--- src/design/dera_pkg.sv ---
// ----------------------------------------------------------------------------
// Ring allocator package
// Shared constants and types of the ring allocator.
// ----------------------------------------------------------------------------
package dera_pkg;

  localparam int unsigned SLOTS_DEF  = 16;
  localparam int unsigned ADDR_W_DEF = 32;
  localparam int unsigned LOG2_W     = 6;
  localparam logic [LOG2_W-1:0] LOG2_RESET = 6'd20;

  typedef enum logic [1:0] {
    ST_DONE     = 2'd0,
    ST_NO_SPACE = 2'd1,
    ST_FULL     = 2'd2,
    ST_BAD      = 2'd3
  } status_t;

  typedef enum logic [0:0] {
    CMD_ALLOC = 1'b0,
    CMD_FREE  = 1'b1
  } cmd_t;

  typedef enum logic [2:0] {
    S_IDLE,
    S_READ,
    S_POP,
    S_FIX,
    S_OUT
  } fsm_t;

endpackage

--- src/design/dera_ram.sv ---
// ----------------------------------------------------------------------------
// Ring allocator RAM
// Generic single write port RAM with one registered read port.
// ----------------------------------------------------------------------------
module dera_ram #(
  parameter int unsigned WIDTH = 32,
  parameter int unsigned DEPTH = 16
) (
  input  logic                     clk,
  input  logic                     we,
  input  logic [$clog2(DEPTH)-1:0] waddr,
  input  logic [WIDTH-1:0]         wdata,
  input  logic [$clog2(DEPTH)-1:0] raddr,
  output logic [WIDTH-1:0]         rdata
);
  logic [WIDTH-1:0] mem [DEPTH];

  always_ff @(posedge clk) begin
    if (we) begin
      mem[waddr] <= wdata;
    end
    rdata <= mem[raddr];
  end
endmodule

--- src/design/double_ended_ring_allocator.sv ---
// ----------------------------------------------------------------------------
// Double-ended ring allocator
// Hands out aligned byte ranges of a power-of-two arena kept as a ring.
// ----------------------------------------------------------------------------
// The s_axis channel carries one command item: allocate, or free a slot.
// Every item gives exactly one result item on m_axis: status, slot, offset.
// Items are handled one at a time. An allocate, a rejected free, a free of
// the only live fragment or of a middle one goes from S_IDLE through S_READ
// to S_OUT, where its result is loaded into the output register; the next
// item is accepted once the state is back in S_IDLE. Freeing the first or
// last of several live fragments walks the deque in S_POP, popping each
// dead slot until the live neighbour is found; its entry, read from the
// fragment table, then sets the free boundary in S_FIX before S_OUT.
// The result waits in an output register while m_axis_tready is low. One
// further item is accepted and processed meanwhile, and its result waits
// until the register has been emptied.
// Write the arena_log2 register via cfg_we/cfg_wdata only while no item
// is in flight; the block does not enforce this. A write also empties the
// arena. Reset sets it to 20 and clears the arena and all live bits at once.
// ----------------------------------------------------------------------------
module double_ended_ring_allocator #(
  parameter int unsigned SLOTS  = dera_pkg::SLOTS_DEF,
  parameter int unsigned ADDR_W = dera_pkg::ADDR_W_DEF
) (
  input  logic        clk,
  input  logic        rst,
  input  logic        cfg_we,
  input  logic [5:0]  cfg_wdata,
  input  logic        s_axis_tvalid,
  output logic        s_axis_tready,
  // command[0], alloc_size[32:1], align_log2[37:33], handle[41:38], zero fill
  input  logic [47:0] s_axis_tdata,
  output logic        m_axis_tvalid,
  input  logic        m_axis_tready,
  // status[1:0], slot[5:2], offset[37:6], zero fill
  output logic [39:0] m_axis_tdata
);
  import dera_pkg::*;

  localparam int unsigned SW  = $clog2(SLOTS);
  localparam int unsigned CW  = $clog2(SLOTS + 1);
  localparam int unsigned CAP = (ADDR_W < 32) ? ADDR_W : 32;

  fsm_t state, state_next;
  logic [LOG2_W-1:0] arena_log2;
  logic [63:0] free_begin, free_end;
  logic [SLOTS-1:0] live;
  logic [SW-1:0] head_slot, tail_slot;
  logic [CW-1:0] used_slots, live_count;

  cmd_t        cmd;
  logic [31:0] req;
  logic [4:0]  alog;
  logic [3:0]  hnd;
  status_t     res_status;
  logic [3:0]  res_slot;
  logic [31:0] res_offset;
  status_t     out_status;
  logic [3:0]  out_slot;
  logic [31:0] out_offset;
  logic        out_valid;
  logic        pop_head;

  logic [5:0]  l;
  logic [63:0] size_s, mask, am, ab, ae, alb, ale, frag_end;
  logic        same, fit_front, fit_back, alloc_ok, hnd_ok, pop_live;
  logic [SW-1:0] hnd_idx, rd_idx, wr_idx;

  logic        ram_we;
  logic [31:0] off_rd, len_rd, off_wd;

  function automatic logic [SW-1:0] nxt(input logic [SW-1:0] i);
    return (32'(i) + 32'd1 >= SLOTS) ? '0 : SW'(32'(i) + 32'd1);
  endfunction
  function automatic logic [SW-1:0] prv(input logic [SW-1:0] i);
    return (i == '0) ? SW'(SLOTS - 1) : SW'(32'(i) - 32'd1);
  endfunction
  function automatic logic [5:0] eff_log2(input logic [5:0] v);
    if (v < 6'd4) return 6'd4;
    if (32'(v) > CAP) return 6'(CAP);
    return v;
  endfunction

  always_comb begin
    l      = eff_log2(arena_log2);
    size_s = 64'd1 << l;
    mask   = size_s - 64'd1;
    am     = (64'd1 << alog) - 64'd1;
    ab     = free_begin & mask;
    ae     = free_end & mask;
    alb    = (ab + am) & ~am;
    ale    = ae & ~am;
    same   = (free_begin >> l) == (free_end >> l);
    fit_front = 1'b0;
    fit_back  = 1'b0;
    if (same) begin
      fit_front = (alb + 64'(req) <= ae);
    end else if (alb + 64'(req) <= size_s) begin
      fit_front = 1'b1;
    end else if (64'(req) <= ale) begin
      fit_back = 1'b1;
    end
    alloc_ok = (32'(used_slots) < SLOTS) && (req != '0) && (fit_front || fit_back);
    hnd_idx  = SW'(hnd);
    hnd_ok   = (32'(hnd) < SLOTS) && live[hnd_idx];
    pop_live = pop_head ? live[head_slot] : live[prv(tail_slot)];
    rd_idx   = pop_head ? head_slot : prv(tail_slot);
    ram_we   = (state == S_READ) && (cmd == CMD_ALLOC) && alloc_ok;
    wr_idx   = fit_front ? tail_slot : prv(head_slot);
    off_wd   = fit_front ? alb[31:0] : ale[31:0] - req;
    frag_end = {32'd0, off_rd} + {32'd0, len_rd};
  end

  dera_ram #(.WIDTH(32), .DEPTH(SLOTS)) u_off (
    .clk(clk), .we(ram_we), .waddr(wr_idx), .wdata(off_wd),
    .raddr(rd_idx), .rdata(off_rd)
  );
  dera_ram #(.WIDTH(32), .DEPTH(SLOTS)) u_len (
    .clk(clk), .we(ram_we), .waddr(wr_idx), .wdata(req),
    .raddr(rd_idx), .rdata(len_rd)
  );

  assign s_axis_tready = (state == S_IDLE);
  assign m_axis_tvalid = out_valid;
  assign m_axis_tdata  = {2'b00, out_offset, out_slot, out_status};

  always_ff @(posedge clk) begin
    if (rst) begin
      state <= S_IDLE;
    end else begin
      state <= state_next;
    end
  end

  always_comb begin
    state_next = state;
    unique case (state)
      S_IDLE: if (s_axis_tvalid) state_next = S_READ;
      S_READ: begin
        if (cmd == CMD_FREE && hnd_ok && live_count > CW'(1) &&
            (hnd_idx == head_slot || hnd_idx == prv(tail_slot))) begin
          state_next = S_POP;
        end else begin
          state_next = S_OUT;
        end
      end
      S_POP:   if (pop_live) state_next = S_FIX;
      S_FIX:   state_next = S_OUT;
      S_OUT:   if (!out_valid || m_axis_tready) state_next = S_IDLE;
      default: state_next = S_IDLE;
    endcase
  end

  always_ff @(posedge clk) begin
    if (rst) begin
      arena_log2 <= LOG2_RESET;
      free_begin <= '0;
      free_end   <= 64'd1 << eff_log2(LOG2_RESET);
      live <= '0; head_slot <= '0; tail_slot <= '0;
      used_slots <= '0; live_count <= '0;
      out_valid <= 1'b0;
      pop_head <= 1'b0;
    end else begin
      if (out_valid && m_axis_tready) out_valid <= 1'b0;
      if (cfg_we) begin
        arena_log2 <= cfg_wdata;
        free_begin <= '0;
        free_end   <= 64'd1 << eff_log2(cfg_wdata);
        live <= '0; head_slot <= '0; tail_slot <= '0;
        used_slots <= '0; live_count <= '0;
      end else begin
        unique case (state)
          S_IDLE: if (s_axis_tvalid) begin
            cmd  <= cmd_t'(s_axis_tdata[0]);
            req  <= s_axis_tdata[32:1];
            alog <= s_axis_tdata[37:33];
            hnd  <= s_axis_tdata[41:38];
            res_status <= ST_DONE; res_slot <= '0; res_offset <= '0;
          end
          S_READ: begin
            if (cmd == CMD_ALLOC) begin
              if (32'(used_slots) >= SLOTS) begin
                res_status <= ST_FULL;
              end else if (req == '0) begin
                res_status <= ST_NO_SPACE;
              end else if (fit_front) begin
                free_begin <= free_begin + (alb - ab) + 64'(req);
                res_offset <= alb[31:0];
                res_slot <= 4'(tail_slot);
                live[tail_slot] <= 1'b1;
                tail_slot <= nxt(tail_slot);
                used_slots <= used_slots + CW'(1); live_count <= live_count + CW'(1);
              end else if (fit_back) begin
                free_end <= free_end - (ae - ale) - 64'(req);
                res_offset <= ale[31:0] - req;
                res_slot <= 4'(prv(head_slot));
                live[prv(head_slot)] <= 1'b1;
                head_slot <= prv(head_slot);
                used_slots <= used_slots + CW'(1); live_count <= live_count + CW'(1);
              end else begin
                res_status <= ST_NO_SPACE;
              end
            end else begin
              pop_head <= (hnd_idx == head_slot);
              if (!hnd_ok) begin
                res_status <= ST_BAD;
              end else if (live_count <= CW'(1)) begin
                free_begin <= '0; free_end <= size_s;
                live <= '0; head_slot <= '0; tail_slot <= '0;
                used_slots <= '0; live_count <= '0;
              end else begin
                live[hnd_idx] <= 1'b0;
                live_count <= live_count - CW'(1);
              end
            end
          end
          S_POP: begin
            if (pop_head) begin
              if (!live[head_slot]) begin
                head_slot <= nxt(head_slot);
                used_slots <= used_slots - CW'(1);
              end
            end else if (!live[prv(tail_slot)]) begin
              tail_slot <= prv(tail_slot);
              used_slots <= used_slots - CW'(1);
            end
          end
          S_FIX: begin
            if (pop_head) begin
              free_end <= free_end + (({32'd0, off_rd} - free_end) & mask);
            end else begin
              free_begin <= free_begin - ((free_begin - frag_end) & mask);
            end
          end
          S_OUT: if (!out_valid || m_axis_tready) begin
            out_status <= res_status;
            out_slot   <= res_slot;
            out_offset <= res_offset;
            out_valid  <= 1'b1;
          end
          default: ;
        endcase
      end
    end
  end

`ifndef ASSERT_OFF
  a_out_hold: assert property (@(posedge clk) disable iff (rst)
    m_axis_tvalid && !m_axis_tready |=> m_axis_tvalid && $stable(m_axis_tdata));
  a_used_bound: assert property (@(posedge clk) disable iff (rst)
    32'(used_slots) <= SLOTS);
  a_live_bound: assert property (@(posedge clk) disable iff (rst)
    live_count <= used_slots);
`endif

endmodule

--- config.mk ---
export PLATFORM = sky130hd
export DESIGN_NAME = double_ended_ring_allocator
export DESIGN_NICKNAME = d
export VERILOG_FILES = /design/src/design/dera_pkg.sv /design/src/design/dera_ram.sv /design/src/design/double_ended_ring_allocator.sv
export SDC_FILE = /design/constraint.sdc
export NUM_CORES = 2
export LEC_CHECK = 0
export BUFFER_PORTS_ARGS = -buffer_cell sky130_fd_sc_hd__buf_2
export CAP_MARGIN = 20
export CORE_MARGIN = 2
export CORE_UTILIZATION = 35
export CTS_BUF_LIST = sky130_fd_sc_hd__clkbuf_4 sky130_fd_sc_hd__clkbuf_8
export CTS_CLUSTER_SIZE = 12
export DETAILED_ROUTE_END_ITERATION = 8
export SLEW_MARGIN = 40
export SYNTH_ARGS = -nofsm -noshare
export SYNTH_HDL_FRONTEND = slang
export SYNTH_SLANG_ARGS = --single-unit
--- constraint.sdc ---
create_clock -name clk -period 24.9 [get_ports clk]
set_input_delay 3.735 -clock clk [delete_from_list [all_inputs] [get_ports clk]]
set_output_delay 3.735 -clock clk [all_outputs]
set_load 0.005 [all_outputs]
==> impl_metrics.ini <==
[timing]
period_minus_slack_ns = 15.67
max-slew-margin-rel_pct = 12.7
hold_viol = 0
rsz0062_at_grt = no
fin_skew_ns = 0.0970
drv_slew = 0
setup_viol = 0
worst_pin_slew_ns = 1.30
tns_ns = 0
max_clock_freq_mhz = 63.8
fin_crit_sh_pct = 63.0

[global_route]
antenna_found_initial = 27
grt_use_total_pct = 25.1
grt_pass1_wl_um = 515000
grt_pass1_vias = 75800
grt_max_degree = 126
overflow = 0

[place]
place_inst = 12600
io_buffers = 92
dp_hpwl_um = 264000
gp_congestion = 1.06

[synthesis]
synthArstFlopShare_pct = 0
synth_cells = 9035
yosysWarnings = 0
synth_edf_count = 1142
synth_cell_type_count = 106
syn-mean-instance-area_um2 = 10.5
synth_seq_area_share_pct = 41.1
ys.flop_type = edfxtp_1
syn_area_mm2 = 0.0951
ys_seq_elements = 1379

[routing]
highest_layer = met5
vias_per_cell = 5.95
dr.pass1.iters = 7
drc_errors = 0
wl_met1_um = 150000
wl_per_cell_um = 27.4
drt-initial-drc-count = 8353
wirelength_um = 358000
ant_nets = 0
route.met2.wl_um = 157000
dr_total_vias = 77800
met3_length_um = 28700

[status]
status = completed

[min_path]
hp-class = flip-flop to flip-flop
min_from = res_offset[27]

[critical_path]
startpoint_type = flip-flop
critPathMaxFanout = 31
path_buf_inv = 6
end_kind = flip-flop
startpoint = alog[3]
worstPathArrival_ns = 16.26
critPathRequiredTime_ns = 25.48
cp_common_cell = nor2_1
crit_type = flip-flop to flip-flop
worstReg2RegStart = alog[3]
slowest_delay_ns = 0.73
cpLargestDelayFamily = simple AND/OR/NAND/NOR gates
slowest_stage = nor3_1

[floorplanning]
rows = 191
die_y_um = 525
die_area_mm2 = 0.276
num_io_pins = 101
fp.dieW_um = 525
design.core.area_mm2 = 0.271
start_util_pct = 35.1

[final_layout]
multi_input_area_mm2 = 0.0538
seq_area_mm2 = 0.0390
layout.cells.non_filler = 13100
final_core_util_pct = 39.2
drive_gt1_share_pct = 12.8
nets = 10200
filler_cell_count = 26300
area_delta_synth_final_pct = 11.6

[clock_network]
htreeDepth = 4
cts.sink_count = 1379
insertion_delay_ns = 1.00
holdBufCountCts = 0
clockRootBuffer = clkbuf_8
ctsLongestPathBuffers = 4
cts_resized = 0
cts_made_buffers = 238
clkTransAtPathRegs_ns = 0.06
postCtsSetupRepairBufs = 0
cts_tree = yes

[power_and_ir_drop]
pwr_density_cell_mw_per_mm2 = 68.0
vdd_drop_max_mv = 0.0450
p_leak_nw = 40.2

[run]
drv_cap = 0
==> final timing paths <==
| path | to | slack (ns) | cells after the start |
|---|---|---|---|
| setup / recovery | u_len.mem[14][20] | 9.23 | 47 |
| setup reg to reg | u_len.mem[14][20] | 9.23 | 47 |
| hold / removal | out_offset[27] | 0.41 | 0 |
| hold reg to reg | out_offset[27] | 0.41 | 0 |
==> cells in the mapped netlist, drive strengths merged (153+ instances only) <==
| master | count | share of area (%) |
|---|---|---|
| xnor2 | 303 | 2.8 |
| xor2 | 166 | 1.5 |
| a211oi | 252 | 2.0 |
| buf | 153 | 0.87 |
| nand3 | 403 | 2.1 |
| mux4 | 275 | 6.5 |
| nor3 | 205 | 1.1 |
| nand2 | 542 | 2.2 |
| nor2b | 173 | 1.1 |
| ha | 684 | 9.0 |
| dfxtp | 237 | 5.0 |
| clkbuf | 350 | 1.4 |
| inv | 373 | 1.5 |
| o21ai | 472 | 2.5 |
| a21oi | 662 | 3.5 |
| fa | 165 | 3.5 |
| nor2 | 580 | 2.3 |
| edfxtp | 1142 | 36 |
| a21o | 248 | 2.0 |
==> placed cells by master (no fill, tap or decap), types with 165 or more instances in the layout <==
cell / n
xor2_1: 166
clkbuf_8: 261
a21o_1: 248
nor2_1: 537
nor2b_1: 171
edfxtp_1: 1142
o21ai_0: 456
inv_1: 371
fa_1: 165
nand3_1: 402
a21oi_1: 651
a211oi_1: 249
dfxtp_1: 235
ha_1: 684
xnor2_1: 301
nor3_1: 194
nand2_1: 536
mux4_2: 275
conb_1: 205
buf_4: 197
==> per-layer routing <==
metal	GRT usage [%]	vias up
met5	0.450	-
met3	4.02	773
met1	33.4	38600
met2	39.0	3725
met4	13.5	6
li1	-	34700
==> worst reg2reg max path, delay by kind of cell (launching register included) <==
family,cells,cell delay (ns)
buf+inv,6,1.90
simple gates,18,5.92
xor+xnor,1,0.11
flops,1,0.72
fa+ha+maj,4,1.45
mux,2,0.86
compound gates,16,4.27
==> final cells by class <==
cell class                 instances  share of cell area [%]
tap                             3570                    4.21
antenna                           18                  0.0425
sequential                      1379                    36.8
clock buffer                     339                    3.94
inverter                         376                    1.33
clock inverter                    90                   0.775
multi-input combinational       6980                    50.7
timing repair buffer             312                    2.16
==> metrics by stage <==
stage | power (mW) | setup slack [ns] | cell area [µm²] | hold WS [ns]
floorplan | 4.28 | 11.92 | 95800 | 0.400
global placement | 4.95 | 9.26 | 101000 | 0.405
detailed placement | 4.99 | 9.33 | 101000 | 0.405
CTS | 7.18 | 9.21 | 106000 | 0.413
global route | 7.55 | 8.59 | 106000 | 0.418
finish | 7.21 | 9.23 | 106000 | 0.414
==> sequential cells by signal, summed over array words and instances, names as in the netlist, 2 cells and up, named ones only <==
signal       cells
alog             5
arena_log2       6
free_begin      64
free_end        63
head_slot        4
hnd              4
live            16
live_count       5
out_offset      32
out_slot         4
out_status       2
req             32
res_offset      32
res_slot         4
res_status       2
state            3
tail_slot        4
u_len.mem      512
u_len.rdata     32
u_off.mem      512
u_off.rdata     32
used_slots       5
==> report_power, final <==
group	switching [mW]	internal, mW	total, mW
Clock	0.954	1.22	2.18
Sequential	0.0783	2.58	2.66
Combinational	1.49	0.877	2.37
Total	2.52	4.68	7.21
==> logic make-up after synthesis <==
| family | after synthesis | share of synthesized area [%] |
|---|---|---|
| other cells | 2 | 0.00790 |
| compound gates | 2425 | 16.6 |
| mux | 420 | 8.07 |
| flops | 1379 | 41.1 |
| fa+ha+maj | 849 | 12.5 |
| simple gates | 2612 | 13.7 |
| xor+xnor | 469 | 4.33 |
| buf+inv | 879 | 3.74 |
No activity file was read; power rests on OpenSTA's default activity.
